<file path="src/design/rse_pkg.sv">
package rse_pkg;

   localparam int unsigned VAL_W    = 32;
   localparam int unsigned FRAC_W   = 16;
   localparam int unsigned STATUS_W = 3;
   localparam int unsigned DEPTH_W  = 7;

   localparam int unsigned CMDQ_DEPTH = 2;
   localparam int unsigned CMDQ_AW    = 1;
   localparam int unsigned CMDQ_CW    = 2;

   localparam logic [VAL_W-1:0] Q_MAX = 32'h7FFF_FFFF;
   localparam logic [VAL_W-1:0] Q_MIN = 32'h8000_0000;

   typedef enum logic [1:0] {
      MODE_PUSH   = 2'd0,
      MODE_OPER   = 2'd1,
      MODE_FINISH = 2'd2,
      MODE_NONE   = 2'd3
   } mode_type;

   typedef enum logic [1:0] {
      OP_ADD = 2'd0,
      OP_SUB = 2'd1,
      OP_MUL = 2'd2,
      OP_DIV = 2'd3
   } op_type;

   typedef enum logic [2:0] {
      ST_OK    = 3'd0,
      ST_FEW   = 3'd1,
      ST_FULL  = 3'd2,
      ST_DIV0  = 3'd3,
      ST_EMPTY = 3'd4
   } status_type;

   typedef enum logic [1:0] {
      S_IDLE = 2'd0,
      S_EXEC = 2'd1,
      S_MULT = 2'd2,
      S_DIVW = 2'd3
   } state_type;

   typedef struct packed {
      mode_type          mode;
      op_type            op;
      logic [VAL_W-1:0]  value;
   } cmd_type;

   typedef struct packed {
      logic    valid;
      cmd_type cmd;
   } cmd_chan_type;

   typedef struct packed {
      logic             start;
      logic [VAL_W-1:0] dividend;
      logic [VAL_W-1:0] divisor;
   } div_req_type;

   typedef struct packed {
      logic             done;
      logic [VAL_W-1:0] quotient;
   } div_rsp_type;

   function automatic logic [VAL_W-1:0] sat48(input logic [47:0] v);
      logic [VAL_W-1:0] r;
      if (!v[47] && (|v[46:31])) begin
         r = Q_MAX;
      end else if (v[47] && !(&v[46:31])) begin
         r = Q_MIN;
      end else begin
         r = v[31:0];
      end
      return r;
   endfunction

endpackage

</file>
<file path="src/design/rse_div.sv">
module rse_div (
   input  logic                  clock,
   input  logic                  reset,
   input  rse_pkg::div_req_type  div_req,
   output rse_pkg::div_rsp_type  div_rsp
);

   localparam int unsigned STEPS = rse_pkg::VAL_W;
   localparam int unsigned CNT_W = $clog2(STEPS + 1);

   logic [rse_pkg::VAL_W-1:0] rem_ff;
   logic [rse_pkg::VAL_W-1:0] quo_ff;
   logic [rse_pkg::VAL_W-1:0] dvs_ff;
   logic                      neg_ff;
   logic                      ovf_ff;
   logic [CNT_W-1:0]          cnt_ff;
   logic                      done_ff;

   logic [rse_pkg::VAL_W-1:0] mag_a;
   logic [rse_pkg::VAL_W-1:0] mag_b;
   logic [rse_pkg::VAL_W:0]   trial;
   logic                      ge;
   logic [rse_pkg::VAL_W-1:0] rem_in;
   logic [rse_pkg::VAL_W-1:0] result;

   assign mag_a = div_req.dividend[31] ? (~div_req.dividend + 32'd1) : div_req.dividend;
   assign mag_b = div_req.divisor[31]  ? (~div_req.divisor  + 32'd1) : div_req.divisor;

   assign trial  = {rem_ff, quo_ff[31]};
   assign ge     = (trial >= {1'b0, dvs_ff});
   assign rem_in = ge ? 32'(trial - {1'b0, dvs_ff}) : trial[31:0];

   always_comb begin
      if (ovf_ff) begin
         result = neg_ff ? rse_pkg::Q_MIN : rse_pkg::Q_MAX;
      end else if (neg_ff) begin
         result = (quo_ff > rse_pkg::Q_MIN) ? rse_pkg::Q_MIN : (~quo_ff + 32'd1);
      end else begin
         result = quo_ff[31] ? rse_pkg::Q_MAX : quo_ff;
      end
   end

   assign div_rsp.done     = done_ff;
   assign div_rsp.quotient = result;

   always_ff @(posedge clock) begin
      if (reset) begin
         cnt_ff  <= '0;
         done_ff <= 1'b0;
      end else if (div_req.start) begin
         cnt_ff  <= CNT_W'(STEPS);
         done_ff <= 1'b0;
      end else if (cnt_ff != '0) begin
         cnt_ff <= cnt_ff - CNT_W'(1);
         if (cnt_ff == CNT_W'(1)) begin
            done_ff <= 1'b1;
         end
      end
   end

   always_ff @(posedge clock) begin
      if (div_req.start) begin
         rem_ff <= {16'd0, mag_a[31:16]};
         quo_ff <= {mag_a[15:0], 16'd0};
         dvs_ff <= mag_b;
         neg_ff <= div_req.dividend[31] ^ div_req.divisor[31];
         ovf_ff <= ({16'd0, mag_a[31:16]} >= mag_b);
      end else if (cnt_ff != '0) begin
         rem_ff <= rem_in;
         quo_ff <= {quo_ff[30:0], ge};
      end
   end

`ifndef ASSERT_OFF
   a_busy_not_done: assert property (@(posedge clock) disable iff (reset)
      (cnt_ff != '0) |-> !done_ff)
      else $error("divider reports done while still iterating");
   a_start_clears: assert property (@(posedge clock) disable iff (reset)
      div_req.start |=> (!done_ff && cnt_ff == CNT_W'(STEPS)))
      else $error("divider start did not restart the iteration");
   a_done_after_steps: assert property (@(posedge clock) disable iff (reset)
      (cnt_ff == CNT_W'(1) && !div_req.start) |=> done_ff)
      else $error("divider missed its final step");
`endif

endmodule

</file>
<file path="config.mk">
export PLATFORM = sky130hd
export DESIGN_NAME = rse_div
export DESIGN_NICKNAME = d
export VERILOG_FILES = /design/src/design/rse_pkg.sv /design/src/design/rse_div.sv
export SDC_FILE = /design/constraint.sdc
export NUM_CORES = 1
export LEC_CHECK = 0
export ABC_AREA = 0
export BUFFER_PORTS_ARGS = -buffer_cell sky130_fd_sc_hd__buf_2
export CORE_ASPECT_RATIO = 1.2
export CORE_MARGIN = 3
export CORE_UTILIZATION = 60
export CTS_CLUSTER_DIAMETER = 40
export DETAILED_ROUTE_END_ITERATION = 8
export PLACE_DENSITY = 0.82
export SLEW_MARGIN = 20
export SYNTH_ARGS = -nofsm -noshare
export SYNTH_HDL_FRONTEND = slang
export SYNTH_SLANG_ARGS = --single-unit
</file>
<file path="constraint.sdc">
create_clock -name clock -period 4 [get_ports clock]
set_input_delay 0.2 -clock clock [delete_from_list [all_inputs] [get_ports clock]]
set_output_delay 0.2 -clock clock [all_outputs]
set_load 0.03 [all_outputs]
</file>
==> results.cfg <==
[worst_setup_path]
cp-start-kind = flop
crit_type = reg2out
path_max_fanout = 20
critPathCaptureType = primary output
worstPathArrival_ns = 3.57
worst-endpoint-required_ns = 3.80
ff2ff_path_depth = 11
crit_end = div_rsp[15]
r2r-end = rem_ff[6]
r2r_slack_ns = 0.35
critical_path.startpoint = quo_ff[8]
r2r_start = quo_ff[31]

[timing]
tightest_slew_ns = 0.667
finalSetupViolations = 0
fin_crit_sh = 0.942
rsz0062_at_grt = no
period_needed_ns = 3.77
slew_viol_final = 0
slew_headroom = 0.544
hold_viol_final = 0
layout_setup_ws_ns = 0.233
holdWs_ns = 0.103
clock_skew_ns = 0.0100
timing.setup.tns_ns = 0
timing.fmax_ghz = 0.265

[drt]
vias_per_cell = 6.15
post_drt_wl_per_cell_um = 15.8
drt_iter0_markers = 830
ant_nets = 0
post-route-drc-count = 0
routed_wirelength_mm = 21.0
first_pass_iters = 5
num_vias = 8197

[layout]
drive_gt1_frac = 0.141
finish.utilization = 0.689
seq_area_mm2 = 0.00276
fin_cells = 1332
nFillCells = 1179
multi_input_area_mm2 = 0.00545
num_antenna_cells = 0
finalNetCount = 1278
synthToLayoutAreaGrowth_pct = 10.7
final_cell_area_mm2 = 0.00965

[synth]
syn_nets = 1205
synth_edf_count = 66
syn_area_mm2 = 0.00872
syn_area_per_cell_um2 = 8.05
synth_top_area_cell = edfxtp_1
synth-seq-cells = 105
yosysMostFrequentCell = nand2_1
synthCells = 1083
synth_warnings = 0
synth_seq_area_share = 0.317
ys_top_cells_by_area = edfxtp_1 23%, dfxtp_1 9.0%, ha_1 7.8%, nand2_1 6.8%, xnor2_1 6.4%
yosysTopAreaCellShare = 0.227
async_flop_share = 0
ys_top_cells_by_count = 158 x nand2_1, 79 x nor2_1, 74 x inv_1, 71 x a21oi_1, 71 x o21ai_0
synthDistinctLibCells = 76
synth_flop_cell = edfxtp_1

[clock_network]
cts_setup_buffers = 0
cts_tree = built
htreeDepth = 3
path_clk_slew_ns = 0.07
numCtsBuffers = 9
cts-root-buf = clkbuf_16
clock_latency_ns = 0.35
ctsHoldBuffers = 0
cts.sinks = 105
clk_path_buf_depth = 2

[placed_design]
placed_area_mm2 = 0.00935
dp_cells = 1316
dp_hpwl_mm = 16.0
finalWeightedCongestion = 0.986
place_ws_ns = -0.0784
io_buffers = 99

[pwr]
p_leak_nw = 3.98
ir_worst_vdd_mv = 0.276
power_density_mw_per_mm2 = 621
total_power_mw = 5.99

[run_status]
status = completed

[grt]
grt_max_degree = 70
grtUsageTotal = 0.262
gr-total-overflow = 0
grt_pass1_wl_mm = 35.2
grt_pass1_vias = 7524
grt_antenna_before_repair = 0

[min_path]
hold_path.class = in2reg

[die]
die_x_um = 116
rows = 47
fp.dieH_um = 138
die_area_mm2 = 0.0160
io_pins = 100
initial_utilization = 0.623
core_area_mm2 = 0.0140

[flow_run]
cap_violations = 0
[power by group]
| part | internal, mW | switching [mW] | total [mW] | leakage (nW) |
|---|---|---|---|---|
| clock network | 0.468 | 0.413 | 0.880 | 0.149 |
| logic | 1.31 | 2.08 | 3.39 | 2.84 |
| registers | 1.48 | 0.230 | 1.71 | 0.988 |
| total | 3.26 | 2.72 | 5.99 | 3.98 |
[logic make-up (layout without fill, tap and decap cells)]
logic type | after synthesis | after routing | synth area share
DFF | 105 | 105 | 0.317
AOI/OAI and AO/OA | 285 | 285 | 0.209
and+or+nand+nor | 402 | 402 | 0.225
buffers and inverters | 131 | 209 | 0.0584
muxes | 19 | 19 | 0.0237
xor gates and xnor gates | 86 | 86 | 0.0864
adders and majority gates | 55 | 55 | 0.0798
[routing by layer]
| layer | part of all wire | routed length [um] | track usage | vias to the layer above |
|---|---|---|---|---|
| met3 | 0.058 | 1210 | 0.0332 | 47 |
| met2 | 0.49 | 10200 | 0.442 | 297 |
| met5 | 0 | 0 | 0 | - |
| li1 | - | - | - | 4071 |
| met1 | 0.43 | 9050 | 0.347 | 3782 |
| met4 | 0.025 | 528 | 0.0843 | 0 |
[cell usage in the layout, fill, tap and decap left out, types with 54 or more instances in the layout]
cell / n
inv_1: 74
nor2_1: 79
ha_1: 54
xnor2_1: 64
edfxtp_1: 66
buf_2: 98
a21oi_1: 70
nand2_1: 158
o21ai_0: 71
[area by class of cell]
cell class / count / area share
Multi-Input combinational cell: 847 / 0.565
Sequential cell: 105 / 0.286
Clock buffer: 10 / 0.0259
Timing Repair Buffer: 118 / 0.0664
Tap cell: 171 / 0.0222
Clock inverter: 6 / 0.00480
Inverter: 75 / 0.0292
[how the worst min path moves through the flow]
stage                      from         to  cells after the start
final                     reset  cnt_ff[5]                      2
after global routing      reset  cnt_ff[5]                      2
after CTS                 reset  cnt_ff[5]                      2
after detailed placement  reset  cnt_ff[5]                      2
after global placement    reset  cnt_ff[5]                      2
after floorplan           reset  cnt_ff[5]                      1
[flip-flops by register name, summed over array words and instances, names as in the netlist]
name,count
quo_ff,32
dvs_ff,32
done_ff,1
rem_ff,32
neg_ff,1
ovf_ff,1
cnt_ff,6
[what timing repair did]
action | in CTS | in global routing
setup endpoints to repair | 0 | 1
hold endpoints to repair | 0 | 0
gates resized for setup | 0 | 1
[critical path: stages, from the launching register on]
cell,delay [ns]
dfxtp_1,0.39
or4_4,0.58
and4bb_2,0.38
nand3_4,0.12
nor3_4,0.28
and3b_1,0.19
o21ai_1,0.07
or2_1,0.43
o311ai_0,0.49
buf_2,0.28
Note: power is estimated with default switching activity, not from simulation.
