==> src/design/rse_pkg.sv <==
package rse_pkg;

   localparam int unsigned VAL_W    = 32;
   localparam int unsigned FRAC_W   = 16;
   localparam int unsigned STATUS_W = 3;
   localparam int unsigned DEPTH_W  = 7;

   localparam int unsigned CMDQ_DEPTH = 2;
   localparam int unsigned CMDQ_AW    = 1;
   localparam int unsigned CMDQ_CW    = 2;

   localparam logic [VAL_W-1:0] Q_MAX = 32'h7FFF_FFFF;
   localparam logic [VAL_W-1:0] Q_MIN = 32'h8000_0000;

   typedef enum logic [1:0] {
      MODE_PUSH   = 2'd0,
      MODE_OPER   = 2'd1,
      MODE_FINISH = 2'd2,
      MODE_NONE   = 2'd3
   } mode_type;

   typedef enum logic [1:0] {
      OP_ADD = 2'd0,
      OP_SUB = 2'd1,
      OP_MUL = 2'd2,
      OP_DIV = 2'd3
   } op_type;

   typedef enum logic [2:0] {
      ST_OK    = 3'd0,
      ST_FEW   = 3'd1,
      ST_FULL  = 3'd2,
      ST_DIV0  = 3'd3,
      ST_EMPTY = 3'd4
   } status_type;

   typedef enum logic [1:0] {
      S_IDLE = 2'd0,
      S_EXEC = 2'd1,
      S_MULT = 2'd2,
      S_DIVW = 2'd3
   } state_type;

   typedef struct packed {
      mode_type          mode;
      op_type            op;
      logic [VAL_W-1:0]  value;
   } cmd_type;

   typedef struct packed {
      logic    valid;
      cmd_type cmd;
   } cmd_chan_type;

   typedef struct packed {
      logic             start;
      logic [VAL_W-1:0] dividend;
      logic [VAL_W-1:0] divisor;
   } div_req_type;

   typedef struct packed {
      logic             done;
      logic [VAL_W-1:0] quotient;
   } div_rsp_type;

   function automatic logic [VAL_W-1:0] sat48(input logic [47:0] v);
      logic [VAL_W-1:0] r;
      if (!v[47] && (|v[46:31])) begin
         r = Q_MAX;
      end else if (v[47] && !(&v[46:31])) begin
         r = Q_MIN;
      end else begin
         r = v[31:0];
      end
      return r;
   endfunction

endpackage

==> src/design/rse_front.sv <==
module rse_front (
   input  logic                       clock,
   input  logic                       reset,
   input  logic                       req_push,
   output logic                       req_full,
   input  logic [1:0]                 req_mode,
   input  logic signed [31:0]         req_number_value,
   input  logic [1:0]                 req_operator_code,
   output rse_pkg::cmd_chan_type      cmd_out,
   input  logic                       cmd_pop
);

   rse_pkg::cmd_type                    entry_ff [rse_pkg::CMDQ_DEPTH];
   logic [rse_pkg::CMDQ_AW-1:0]         wr_ptr_ff;
   logic [rse_pkg::CMDQ_AW-1:0]         rd_ptr_ff;
   logic [rse_pkg::CMDQ_CW-1:0]         count_ff;
   logic [rse_pkg::CMDQ_CW-1:0]         count_in;
   rse_pkg::cmd_type                    cmd_new;
   logic                                do_push;
   logic                                do_pop;

   always_comb begin
      cmd_new.mode  = rse_pkg::mode_type'(req_mode);
      cmd_new.op    = rse_pkg::op_type'(req_operator_code);
      cmd_new.value = '0;
      case (cmd_new.mode)
         rse_pkg::MODE_PUSH: cmd_new.value = req_number_value;
         rse_pkg::MODE_OPER: cmd_new.value = '0;
         default:            cmd_new.value = '0;
      endcase
   end

   assign req_full      = (count_ff == rse_pkg::CMDQ_CW'(rse_pkg::CMDQ_DEPTH));
   assign do_push       = req_push && !req_full;
   assign do_pop        = cmd_pop && (count_ff != '0);
   assign cmd_out.valid = (count_ff != '0);
   assign cmd_out.cmd   = entry_ff[rd_ptr_ff];

   always_comb begin
      count_in = count_ff;
      if (do_push && !do_pop) begin
         count_in = count_ff + rse_pkg::CMDQ_CW'(1);
      end else if (!do_push && do_pop) begin
         count_in = count_ff - rse_pkg::CMDQ_CW'(1);
      end
   end

   always_ff @(posedge clock) begin
      if (reset) begin
         wr_ptr_ff <= '0;
         rd_ptr_ff <= '0;
         count_ff  <= '0;
      end else begin
         count_ff <= count_in;
         if (do_push) begin
            wr_ptr_ff <= wr_ptr_ff + rse_pkg::CMDQ_AW'(1);
         end
         if (do_pop) begin
            rd_ptr_ff <= rd_ptr_ff + rse_pkg::CMDQ_AW'(1);
         end
      end
   end

   always_ff @(posedge clock) begin
      if (do_push) begin
         entry_ff[wr_ptr_ff] <= cmd_new;
      end
   end

endmodule

==> config.mk <==
export PLATFORM = sky130hd
export DESIGN_NAME = rse_front
export DESIGN_NICKNAME = d
export VERILOG_FILES = /design/src/design/rse_pkg.sv /design/src/design/rse_front.sv
export SDC_FILE = /design/constraint.sdc
export NUM_CORES = 1
export LEC_CHECK = 0
export BUFFER_PORTS_ARGS = -buffer_cell sky130_fd_sc_hd__buf_2
export CAP_MARGIN = 10
export CORE_MARGIN = 1.5
export CORE_UTILIZATION = 50
export DETAILED_ROUTE_END_ITERATION = 12
export PLACE_DENSITY = 0.76
export SLEW_MARGIN = 20
export SYNTH_ARGS = -nofsm -noshare
export SYNTH_HDL_FRONTEND = slang
export SYNTH_SLANG_ARGS = --single-unit
==> constraint.sdc <==
create_clock -name clock -period 4.8 [get_ports clock]
set_input_delay 0.24 -clock clock [delete_from_list [all_inputs] [get_ports clock]]
set_output_delay 0.24 -clock clock [all_outputs]
set_load 0.03 [all_outputs]
==> parameters.txt, run 1 <==
Parameter                              Value

Critical path
  Crit. End Element ... primary output
  Worst path required time ... 4560 ps
  CP startpoint kind ... flip-flop
  Number of cells on the worst reg-to-reg path ... 3
  Data arrival time of the worst path ... 1840 ps
  Source of the worst register-to-register timing path ... count_ff[1]$_SDFFE_PP0P_
  Endpoint of the most critical register-to-register path ... entry_ff[1][6]$_DFFE_PP_
  FF-to-FF setup slack ... 3000 ps
  Critical-path maximum fanout ... 36
  Critical path class ... flip-flop to primary output

Logic synthesis
  Number of warning messages in the yosys log ... 0
  Seq/Total Area, Yosys ... 0.746
  Top area cells in the synthesized netlist ... sky130_fd_sc_hd__edfxtp_1 (71%), sky130_fd_sc_hd__mux2_2 (13%), sky130_fd_sc_hd__and2_1 (6.8%)
  Synth unique cells ... 16
  Library cell with the largest summed area after synthesis ... sky130_fd_sc_hd__edfxtp_1
  #FFs+latches synth ... 77
  Average instance area after synthesis ... 17.5 um2
  Net count of the mapped netlist ... 214
  Synth Cell Area ... 0.00303 mm2
  Area share of the largest cell type after synthesis ... 0.713
  Post-synthesis instance total ... 173

Worst hold path
  Hold-critical path endpoint ... entry_ff[0][32]$_DFFE_PP_
  Number of cells traversed by the worst hold path ... 1
  Worst hold path type ... input port to flip-flop
  Hold path startpoint ... req_operator_code[0]

Drt
  Average via count per standard cell ... 5.08
  Per-cell routed wire length ... 15.3 um
  Initial drt markers ... 74
  Sum of routed wire length over all layers ... 5.10 mm
  Count of unresolved DRC violations after routing ... 0
  Via count ... 1696
  DR pass1 iterations ... 4
  Number of antenna-violating nets in the routed design ... 0

Final layout
  Fill count ... 472
  Fraction of final layout cells sized beyond drive strength 1 ... 0.498
  Leading cell types in the layout, fill and taps excluded ... sky130_fd_sc_hd__buf_2 (77), sky130_fd_sc_hd__edfxtp_1 (72), sky130_fd_sc_hd__mux2_2 (36)
  Layout overhead on the synthesized area ... 19.8%
  Count of nets after finishing ... 296
  Number of diodes ... 0
  Commonest non-fill, non-tap cell in the layout ... sky130_fd_sc_hd__buf_2
  Final non-filler cell area ... 0.00363 mm2
  Final non-filler cell total ... 334

Clocking
  Clock sink count ... 77
  Clock Root Buffer ... sky130_fd_sc_hd__clkbuf_8
  Number of gates resized after CTS ... 0
  Maximum clock insertion buffer count ... 2
  Clock buffer count from CTS ... 9
  Count of hold buffers inserted by post-cts repair ... 0
  Maximum level of the CTS H-tree ... 3
  Reg clk slew, reported paths ... 70 ps
  Clock latency on the worst-skew pair ... 330 ps
  Post-CTS setup repair buffer count ... 0
  TritonCTS clock tree ... done

Power and ir drop
  Fraction of power consumed by combinational cells ... 0.317
  Leakage power summed over all cells ... 1.42 nW
  Power share of the sequential group ... 0.480
  Switching power as a share of total power ... 0.345
  Fraction of power consumed by the clock network ... 0.203
  Cell-internal power ... 1.25 mW
  Maximum vdd ir drop ... 0.248 mV
  Pwr per Cell Area ... 528 mW/mm2
  Psw ... 0.662 mW

Global route
  Wire length of the first global-routing pass ... 7.51 mm
  GRT Util Overall ... 0.162
  Sum of overflow across all layers after global routing ... 0
  Antenna violations before repair ... 0
  Maximum number of pins on one net before global-route repair ... 37
  Via count of the first global-routing pass ... 1657

Timing
  Maximum clock frequency ... 481 MHz
  Clock period minus final worst setup slack ... 2080 ps
  Crit share post-route ... 0.434
  Final setup vio count ... 0
  TNS Setup ... 0 ps
  Clock tree skew after final layout ... 4.79 ps
  Worst-case headroom to the max-slew limit ... 0.343
  Least-Margin Pin Slew ... 984 ps
  Pins Over Slew Limit ... 0
  Endpoints failing hold ... 0
  Unrepaired setup endpoints after global routing ... no

Placed design
  # port buffers ... 77
  Cell count after placement ... 319
  Post-Place Cell Area ... 0.00348 mm2
  Post-DP HPWL ... 3.15 mm
  Gp weighted congestion ... 0.787

Floorplanning
  Chip Height ... 80.9 um
  Width of the die ... 80.9 um
  Overall die area ... 0.00654 mm2
  Placeable core region ... 0.00589 mm2
  Total number of placement rows ... 28
  Starting density of the core ... 0.515
  IO Pins ... 78

Run
  Max-cap viol count ... 0

Status
  Result of the run ... finished clean
-- cell type report --
| cell class | instances | area (um2) | area share |
|---|---|---|---|
| clock buffers | 11 | 131 | 0.0362 |
| clock inverters | 4 | 16.3 | 0.00448 |
| inverters | 2 | 7.51 | 0.00207 |
| multi-input cells | 87 | 726 | 0.200 |
| flip-flops and latches | 77 | 2260 | 0.623 |
| well taps | 75 | 93.8 | 0.0258 |
| repair buffers | 78 | 393 | 0.108 |
-- routing by layer --
layer / vias to the layer above / wire length, um / global-route usage
met5: - / 0 / 0
met4: 0 / 106 / 0.0879
met3: 12 / 323 / 0.0416
met2: 72 / 2430 / 0.261
met1: 813 / 2240 / 0.200
li1: 799 / - / -
-- worst max-delay path by stage --
stage	from	end	slack [ps]
after floorplan	count_ff[1]$_SDFFE_PP0P_	entry_ff[0][0]$_DFFE_PP_	2820
after global placement	flip-flop	cmd_out[6]	3030
after detailed placement	count_ff[1]$_SDFFE_PP0P_	entry_ff[1][12]$_DFFE_PP_	3000
after CTS	flip-flop	cmd_out[19]	2670
after global routing	flip-flop	cmd_out[19]	2600
final	flip-flop	cmd_out[19]	2720
-- stage by stage --
step | hold WS, ps | util | power, mW | setup WS (ps)
after floorplan | 309 | - | 1.38 | 2820
after CTS | 75.5 | 0.617 | 1.93 | 2670
after global routing | 80.7 | 0.617 | 2.00 | 2600
after global placement | 432 | 0.592 | 1.54 | 3030
after detailed placement | 436 | 0.592 | 1.55 | 3000
final | 94.8 | 0.617 | 1.92 | 2720
-- power groups by stage --
stage	Clock, mW	Combinational (mW)	Sequential [mW]
after floorplan	0	0.501	0.883
after global placement	0	0.606	0.933
after detailed placement	0	0.611	0.937
after CTS	0.397	0.614	0.922
after global routing	0.425	0.644	0.933
final	0.389	0.608	0.919
-- flip-flops by register name, summed over array words and instances, names as in the netlist, named ones only --
register and count:
entry_ff 72, wr_ptr_ff 1, rd_ptr_ff 1, count_ff 2
-- kinds of logic (layout without fill, tap and decap cells) --
family / after synthesis / after routing / synth area share
flops: 77 / 77 / 0.746
simple gates: 42 / 42 / 0.0834
mux: 36 / 36 / 0.134
buf+inv: 9 / 95 / 0.0153
compound gates: 5 / 5 / 0.00826
xor+xnor: 3 / 3 / 0.00867
fa+ha+maj: 1 / 1 / 0.00413
-- synth_stat cells, drive strengths merged --
| master | number |
|---|---|
| ha | 1 |
| edfxtp | 72 |
| or2 | 1 |
| o21ai | 3 |
| and2 | 33 |
| nor2b | 1 |
| mux2 | 36 |
| xor2 | 3 |
| dfxtp | 5 |
| buf | 4 |
| nor2 | 5 |
| or3 | 2 |
| a21oi | 2 |
| clkbuf | 3 |
| inv | 2 |
-- critical path, cell delays in order, from the launching register on --
cell	delay, ps
sky130_fd_sc_hd__dfxtp_2	900
sky130_fd_sc_hd__mux2_2	430
sky130_fd_sc_hd__buf_2	180
No activity file was read; power rests on OpenSTA's default activity.
==> inputs of run 2 (changes only) <==
--- a/config.mk
+++ b/config.mk
@@ -8,9 +8,9 @@
 export BUFFER_PORTS_ARGS = -buffer_cell sky130_fd_sc_hd__buf_2
 export CAP_MARGIN = 10
 export CORE_MARGIN = 1.5
-export CORE_UTILIZATION = 50
+export CORE_UTILIZATION = 47
 export DETAILED_ROUTE_END_ITERATION = 12
-export PLACE_DENSITY = 0.76
+export PLACE_DENSITY = 0.75
 export SLEW_MARGIN = 20
 export SYNTH_ARGS = -nofsm -noshare
 export SYNTH_HDL_FRONTEND = slang
==> constraint.sdc (replaced) <==
create_clock -name clock -period 1.7 [get_ports clock]
set_input_delay 0.085 -clock clock [delete_from_list [all_inputs] [get_ports clock]]
set_output_delay 0.085 -clock clock [all_outputs]
set_load 0.03 [all_outputs]
==> run 2 against run 1 <==
First-iteration DRC count is 1.4% higher. Flip-flop and latch count stayed put. Largest cell class unchanged. Cell area is 6.8% higher. Via count is 0.53% lower. Power grew to 3.2 times the previous value. Largest power group unchanged. Sequential power grew to 2.7 times the previous value.
==> parameters.txt, run 2 (synthesis results as in run 1) <==
Parameter                              Value

Floorplanning
  Starting density of the core ... 0.483 (was 0.515)
  Chip Height ... 83.3 um (was 80.9 um)
  Placeable core region ... 0.00628 mm2 (was 0.00589 mm2)
  Width of the die ... 83.3 um (was 80.9 um)
  IO Pins ... 78 (unchanged)
  Total number of placement rows ... 29 (was 28)
  Overall die area ... 0.00694 mm2 (was 0.00654 mm2)

Power and ir drop
  Maximum vdd ir drop ... 0.806 mV (was 0.248 mV)
  Post-route total power ... 6.05 mW (was 1.92 mW)
  Pwr per Cell Area ... 1560 mW/mm2 (was 528 mW/mm2)
  Leakage power summed over all cells ... 1.53 nW (was 1.42 nW)

Clocking
  Reg clk slew, reported paths ... 80 ps (was 70 ps)
  Post-CTS setup repair buffer count ... 0 (unchanged)
  Clock latency on the worst-skew pair ... 340 ps (was 330 ps)
  Clock sink count ... 77 (unchanged)
  TritonCTS clock tree ... done (unchanged)
  Clock Root Buffer ... sky130_fd_sc_hd__clkbuf_8 (unchanged)
  Maximum clock insertion buffer count ... 2 (unchanged)
  Clock buffer count from CTS ... 9 (unchanged)
  Maximum level of the CTS H-tree ... 3 (unchanged)

Run
  Max-cap viol count ... 0 (unchanged)

Timing
  Crit share post-route ... 0.926
  Endpoints failing hold ... 0 (unchanged)
  Pins Over Slew Limit ... 0 (unchanged)
  Final setup vio count ... 0 (unchanged)
  Maximum clock frequency ... 635 MHz
  Worst-case headroom to the max-slew limit ... 0.740 (was 0.343)
  Clock tree skew after final layout ... 10.1 ps (was 4.79 ps)
  Unrepaired setup endpoints after global routing ... no (unchanged)
  TNS Setup ... 0 ps (unchanged)
  Least-Margin Pin Slew ... 389 ps (was 984 ps)
  Clock period minus final worst setup slack ... 1570 ps

Global route
  Antenna violations before repair ... 0 (unchanged)
  GRT Util Overall ... 0.155 (was 0.162)
  Maximum number of pins on one net before global-route repair ... 23 (was 37)
  Sum of overflow across all layers after global routing ... 0 (unchanged)
  Via count of the first global-routing pass ... 1772 (was 1657)
  Wire length of the first global-routing pass ... 8.07 mm (was 7.51 mm)

Critical path
  Slowest CP cell ... sky130_fd_sc_hd__mux2_2 (was sky130_fd_sc_hd__dfxtp_2)
  CP startpoint kind ... flip-flop (unchanged)
  Critical-path maximum fanout ... 19 (was 36)
  Bufs and invs on worst path ... 2 (was 1)
  Critical path class ... flip-flop to primary output (unchanged)
  CP top delay family ... buffers and inverters (was flip-flops)
  Worst path required time ... 1620 ps (was 4560 ps)
  Crit-path cells ... buf_4 > mux2_2 > buf_2 (was mux2_2 > buf_2)
  Data arrival time of the worst path ... 1490 ps (was 1840 ps)
  Worst stage delay on the critical path ... 380 ps (was 900 ps)
  Crit. End Element ... primary output (unchanged)

Final layout
  Number of diodes ... 0 (unchanged)
  Footprint of the flip-flops and latches ... 0.00226 mm2 (unchanged)
  Top reg by flops ... entry_ff (unchanged)
  Final non-filler cell area ... 0.00388 mm2 (was 0.00363 mm2)
  Largest regs ... entry_ff: 72 flops, count_ff: 2 flops (unchanged)
  Flip-flop count of the largest register, all copies and words added ... 72 (unchanged)
  Fraction of final layout cells sized beyond drive strength 1 ... 0.522 (was 0.498)
  Count of nets after finishing ... 308 (was 296)
  Combined area of the multi-input logic cells ... 736 um2 (was 726 um2)
  Layout overhead on the synthesized area ... 28.0% (was 19.8%)
  Fill count ... 493 (was 472)
  Commonest non-fill, non-tap cell in the layout ... sky130_fd_sc_hd__buf_2 (unchanged)
  Leading cell types in the layout, fill and taps excluded ... sky130_fd_sc_hd__buf_2 (77), sky130_fd_sc_hd__edfxtp_1 (72), sky130_fd_sc_hd__mux2_2 (36) (unchanged)

Status
  Result of the run ... finished clean (unchanged)

Drt
  Number of antenna-violating nets in the routed design ... 0 (unchanged)
  Count of unresolved DRC violations after routing ... 0 (unchanged)
  Per-cell routed wire length ... 14.5 um (was 15.3 um)
  Average via count per standard cell ... 4.83 (was 5.08)
  Sum of routed wire length over all layers ... 5.06 mm (was 5.10 mm)
  Initial drt markers ... 75 (was 74)
  DR pass1 iterations ... 4 (unchanged)
  Via count ... 1687 (was 1696)

Placed design
  Gp weighted congestion ... 0.802 (was 0.787)
  Post-DP HPWL ... 3.41 mm (was 3.15 mm)
  Post-Place Cell Area ... 0.00359 mm2 (was 0.00348 mm2)
  # port buffers ... 77 (unchanged)

Worst hold path
  Worst hold path type ... input port to flip-flop (unchanged)
## run 2: cell count changes in the layout (fill, tap and decap cells not counted), moves of 3 or more
cell | previous run | this run
sky130_fd_sc_hd__bufinv_16 | 0 | 3
sky130_fd_sc_hd__dlygate4sd3_1 | 0 | 5
sky130_fd_sc_hd__clkinv_1 | 3 | 0
sky130_fd_sc_hd__buf_12 | 0 | 3
sky130_fd_sc_hd__buf_4 | 1 | 5
## run 2: cell type report
cell class	count	share of cell area
flip-flops and latches	77	0.584
multi-input cells	87	0.190
repair buffers	90	0.137
clock buffers	11	0.0339
clock inverters	5	0.0277
well taps	77	0.0248
inverters	2	0.00290
## run 2: metal layers
layer | vias up | part of all wire | track usage
met5 | - | 0 | 0
met1 | 810 | 0.40 | 0.163
met3 | 10 | 0.036 | 0.0298
met2 | 45 | 0.54 | 0.276
li1 | 822 | - | -
met4 | 0 | 0.025 | 0.115
## run 2: what timing repair did
| item | CTS | global route |
|---|---|---|
| hold buffers | 5 | 0 |
| endpoints found under the hold margin | 13 | 0 |
| setup endpoints to repair | 0 | 1 |
| gates resized for setup | 0 | 1 |
## run 2: path summary, 6_finish.rpt
kind              cells past startpoint  slack [ps]                startpoint                        end
setup / recovery                      3         130                 flip-flop                cmd_out[19]
hold / removal                        2          30      req_number_value[17]  entry_ff[1][17]$_DFFE_PP_
setup reg to reg                      5         140  count_ff[0]$_SDFFE_PP0P_   count_ff[1]$_SDFFE_PP0P_
hold reg to reg                       2         500    wr_ptr_ff$_SDFFE_PP0P_     wr_ptr_ff$_SDFFE_PP0P_
## run 2: metrics by stage
step / utilization / hold slack, ps / cells / worst slack (ps)
after floorplan: - / 154 / 173 / 25.1
after global placement: 0.572 / 285 / 328 / 234
after detailed placement: 0.572 / 285 / 328 / 128
after CTS: 0.618 / 14.1 / 349 / 88.6
after global routing: 0.618 / 29.2 / 349 / 35.9
final: 0.618 / 33.7 / 349 / 126
## run 2: power breakdown
group          leakage, nW  total, mW  internal, mW  switching [mW]
combinational        0.678       1.97         0.740            1.23
sequential           0.733       2.48          2.39          0.0847
clock                0.118       1.61         0.984           0.629
## run 2: worst register-to-register path: cells and delay by family (launching register included)
kind	cells	cell delay [ps]
adders and majority gates	1	300
and+or+nand+nor	3	610
AOI/OAI and AO/OA	1	140
DFF	1	460
==> inputs of run 3 (changes only) <==
--- a/config.mk
+++ b/config.mk
@@ -11,6 +11,7 @@
 export CORE_UTILIZATION = 47
 export DETAILED_ROUTE_END_ITERATION = 12
 export PLACE_DENSITY = 0.75
+export SETUP_SLACK_MARGIN = 0.2
 export SLEW_MARGIN = 20
 export SYNTH_ARGS = -nofsm -noshare
 export SYNTH_HDL_FRONTEND = slang
==> run 3 against run 2 <==
Critical path depth unchanged. Utilization is 0.40 points lower. Critical endpoint is now cmd_out[24]. Via count down 0.12%.
==> parameters.txt, run 3 (synthesis results as in run 1) <==
Parameter                              Value

Critical path
  Worst stage delay on the critical path ... 380 ps (about the same)
  Worst path required time ... 1620 ps (about the same)
  Crit-path cells ... buf_12 > mux2_2 > buf_2 (was buf_4 > mux2_2 > buf_2)
  Critical path class ... flip-flop to primary output (unchanged)
  Data arrival time of the worst path ... 1410 ps (was 1490 ps)
  Number of cells on the worst reg-to-reg path ... 4 (was 5)
  FF-to-FF setup slack ... 220 ps (was 140 ps)
  CP startpoint kind ... flip-flop (unchanged)
  Critical Path Sink ... cmd_out[24] (was cmd_out[19])
  Critical-path maximum fanout ... 19 (unchanged)
  Crit. End Element ... primary output (unchanged)
  Slowest CP cell ... sky130_fd_sc_hd__dfxtp_4 (was sky130_fd_sc_hd__mux2_2)
  Source of the worst register-to-register timing path ... count_ff[1]$_SDFFE_PP0P_ (was count_ff[0]$_SDFFE_PP0P_)
  Endpoint of the most critical register-to-register path ... entry_ff[0][10]$_DFFE_PP_ (was count_ff[1]$_SDFFE_PP0P_)

Placed design
  Post-DP HPWL ... 3.46 mm (was 3.41 mm)
  Post-Place Cell Area ... 0.00359 mm2 (about the same)
  Gp weighted congestion ... 0.754 (was 0.802)
  # port buffers ... 77 (unchanged)

Floorplanning
  Overall die area ... 0.00694 mm2 (unchanged)
  Chip Height ... 83.3 um (unchanged)
  Placeable core region ... 0.00628 mm2 (unchanged)
  Width of the die ... 83.3 um (unchanged)
  Starting density of the core ... 0.483 (unchanged)
  Total number of placement rows ... 29 (unchanged)
  IO Pins ... 78 (unchanged)

Power and ir drop
  Maximum vdd ir drop ... 0.796 mV (was 0.806 mV)
  Pwr per Cell Area ... 1490 mW/mm2 (was 1560 mW/mm2)
  Post-route total power ... 5.76 mW (was 6.05 mW)
  Leakage power summed over all cells ... 1.51 nW (was 1.53 nW)

Final layout
  Combined area of the multi-input logic cells ... 737 um2 (was 736 um2)
  Leading cell types in the layout, fill and taps excluded ... sky130_fd_sc_hd__buf_2 (77), sky130_fd_sc_hd__edfxtp_1 (72), sky130_fd_sc_hd__mux2_2 (36) (unchanged)
  Fraction of final layout cells sized beyond drive strength 1 ... 0.526 (was 0.522)
  Fill count ... 494 (was 493)
  Commonest non-fill, non-tap cell in the layout ... sky130_fd_sc_hd__buf_2 (unchanged)
  Layout overhead on the synthesized area ... 27.2% (was 28.0%)
  Number of diodes ... 0 (unchanged)
  Count of nets after finishing ... 308 (unchanged)
  Footprint of the flip-flops and latches ... 0.00227 mm2 (was 0.00226 mm2)
  Post-route core utilization ... 0.614 (was 0.618)
  Flip-flop count of the largest register, all copies and words added ... 72 (unchanged)
  Top reg by flops ... entry_ff (unchanged)
  Largest regs ... entry_ff: 72 flops, count_ff: 2 flops (unchanged)
  Final non-filler cell area ... 0.00385 mm2 (was 0.00388 mm2)

Clocking
  Maximum clock insertion buffer count ... 2 (unchanged)
  TritonCTS clock tree ... done (unchanged)
  Clock buffer count from CTS ... 9 (unchanged)
  Reg clk slew, reported paths ... 70 ps (was 80 ps)
  Clock Root Buffer ... sky130_fd_sc_hd__clkbuf_8 (unchanged)
  Clock latency on the worst-skew pair ... 330 ps (was 340 ps)
  Maximum level of the CTS H-tree ... 3 (unchanged)
  Clock sink count ... 77 (unchanged)

Timing
  Endpoints failing hold ... 0 (unchanged)
  Least-Margin Pin Slew ... 237 ps (was 389 ps)
  Unrepaired setup endpoints after global routing ... yes (was no)
  Clock tree skew after final layout ... 5.72 ps (was 10.1 ps)
  Worst-case headroom to the max-slew limit ... 0.841 (was 0.740)
  Clock period minus final worst setup slack ... 1490 ps (was 1570 ps)
  Crit share post-route ... 0.879 (was 0.926)
  Final setup vio count ... 0 (unchanged)
  TNS Setup ... 0 ps (unchanged)
  Maximum clock frequency ... 669 MHz (was 635 MHz)
  Pins Over Slew Limit ... 0 (unchanged)

Global route
  Antenna violations before repair ... 0 (unchanged)
  Met1 Resource Use GR ... 0.187 (was 0.163)
  Met2 GRT Util ... 0.283 (was 0.276)
  GR peak layer ... met2 (unchanged)
  GRT Util Overall ... 0.162 (was 0.155)
  Via count of the first global-routing pass ... 1769 (was 1772)
  Sum of overflow across all layers after global routing ... 0 (unchanged)
  Wire length of the first global-routing pass ... 8.42 mm (was 8.07 mm)
  Maximum number of pins on one net before global-route repair ... 29 (was 23)
  Met3 global-route usage ... 0.0358 (was 0.0298)

Drt
  Per-cell routed wire length ... 14.6 um (was 14.5 um)
  Sum of routed wire length over all layers ... 5.09 mm (was 5.06 mm)
  Average via count per standard cell ... 4.83 (about the same)
  Initial drt markers ... 66 (was 75)
  Number of antenna-violating nets in the routed design ... 0 (unchanged)
  Via count ... 1685 (was 1687)
  DR pass1 iterations ... 4 (unchanged)
  Count of unresolved DRC violations after routing ... 0 (unchanged)

Run
  Max-cap viol count ... 0 (unchanged)

Status
  Result of the run ... finished clean (unchanged)

Worst hold path
  Worst hold path type ... input port to flip-flop (unchanged)
run 3: worst max-delay path: cells and delay by family, from the launching register on:
family,cells,cell delay [ps]
muxes,1,350
buffers and inverters,2,340
DFF,1,380
run 3: how the worst min path moves through the flow:
stage,endpoint,slack (ps),depth (start not counted),startpoint
final,entry_ff[1][6]$_DFFE_PP_,50,2,req_number_value[6]
after detailed placement,entry_ff[1][32]$_DFFE_PP_,280,1,req_operator_code[0]
after floorplan,count_ff[1]$_SDFFE_PP0P_,150,1,reset
after global placement,entry_ff[1][32]$_DFFE_PP_,270,1,req_operator_code[0]
after global routing,entry_ff[1][9]$_DFFE_PP_,40,2,req_number_value[9]
after CTS,entry_ff[1][6]$_DFFE_PP_,40,2,req_number_value[6]
run 3: per-stage QoR:
stage               cells  hold WS (ps)  setup WS [ps]
floorplan             173           147           49.8
global placement      327           275            190
detailed placement    327           280            152
CTS                   349          37.2            172
global route          349          36.0            141
finish                349          52.1            206
run 3: where the power goes:
| group | switching, mW | internal, mW |
|---|---|---|
| sequential | 0.0997 | 2.41 |
| combinational | 1.22 | 0.793 |
| clock | 0.586 | 0.655 |
| total | 1.91 | 3.85 |
run 3: repair_timing:
action / 4_1_cts / 5_1_grt
gates cloned: 0 / 0
hold buffers: 5 / 0
resized for setup: 7 / 2
endpoints found under the hold margin: 13 / 0
setup buffers: 1 / 0
endpoints found under the setup margin: 68 / 57
run 3: final cells by class:
class                   instances  share of cell area
multi-input cells              87               0.191
clock inverters                 7              0.0146
inverters                       2             0.00292
repair buffers                 90               0.145
well taps                      77              0.0250
flip-flops and latches         77               0.589
clock buffers                   9              0.0321
run 3: per-layer routing:
metal | vias up | routed length [um]
li1 | 821 | -
met1 | 806 | 2000
met2 | 51 | 2750
met3 | 7 | 254
met4 | 0 | 79
met5 | - | 0
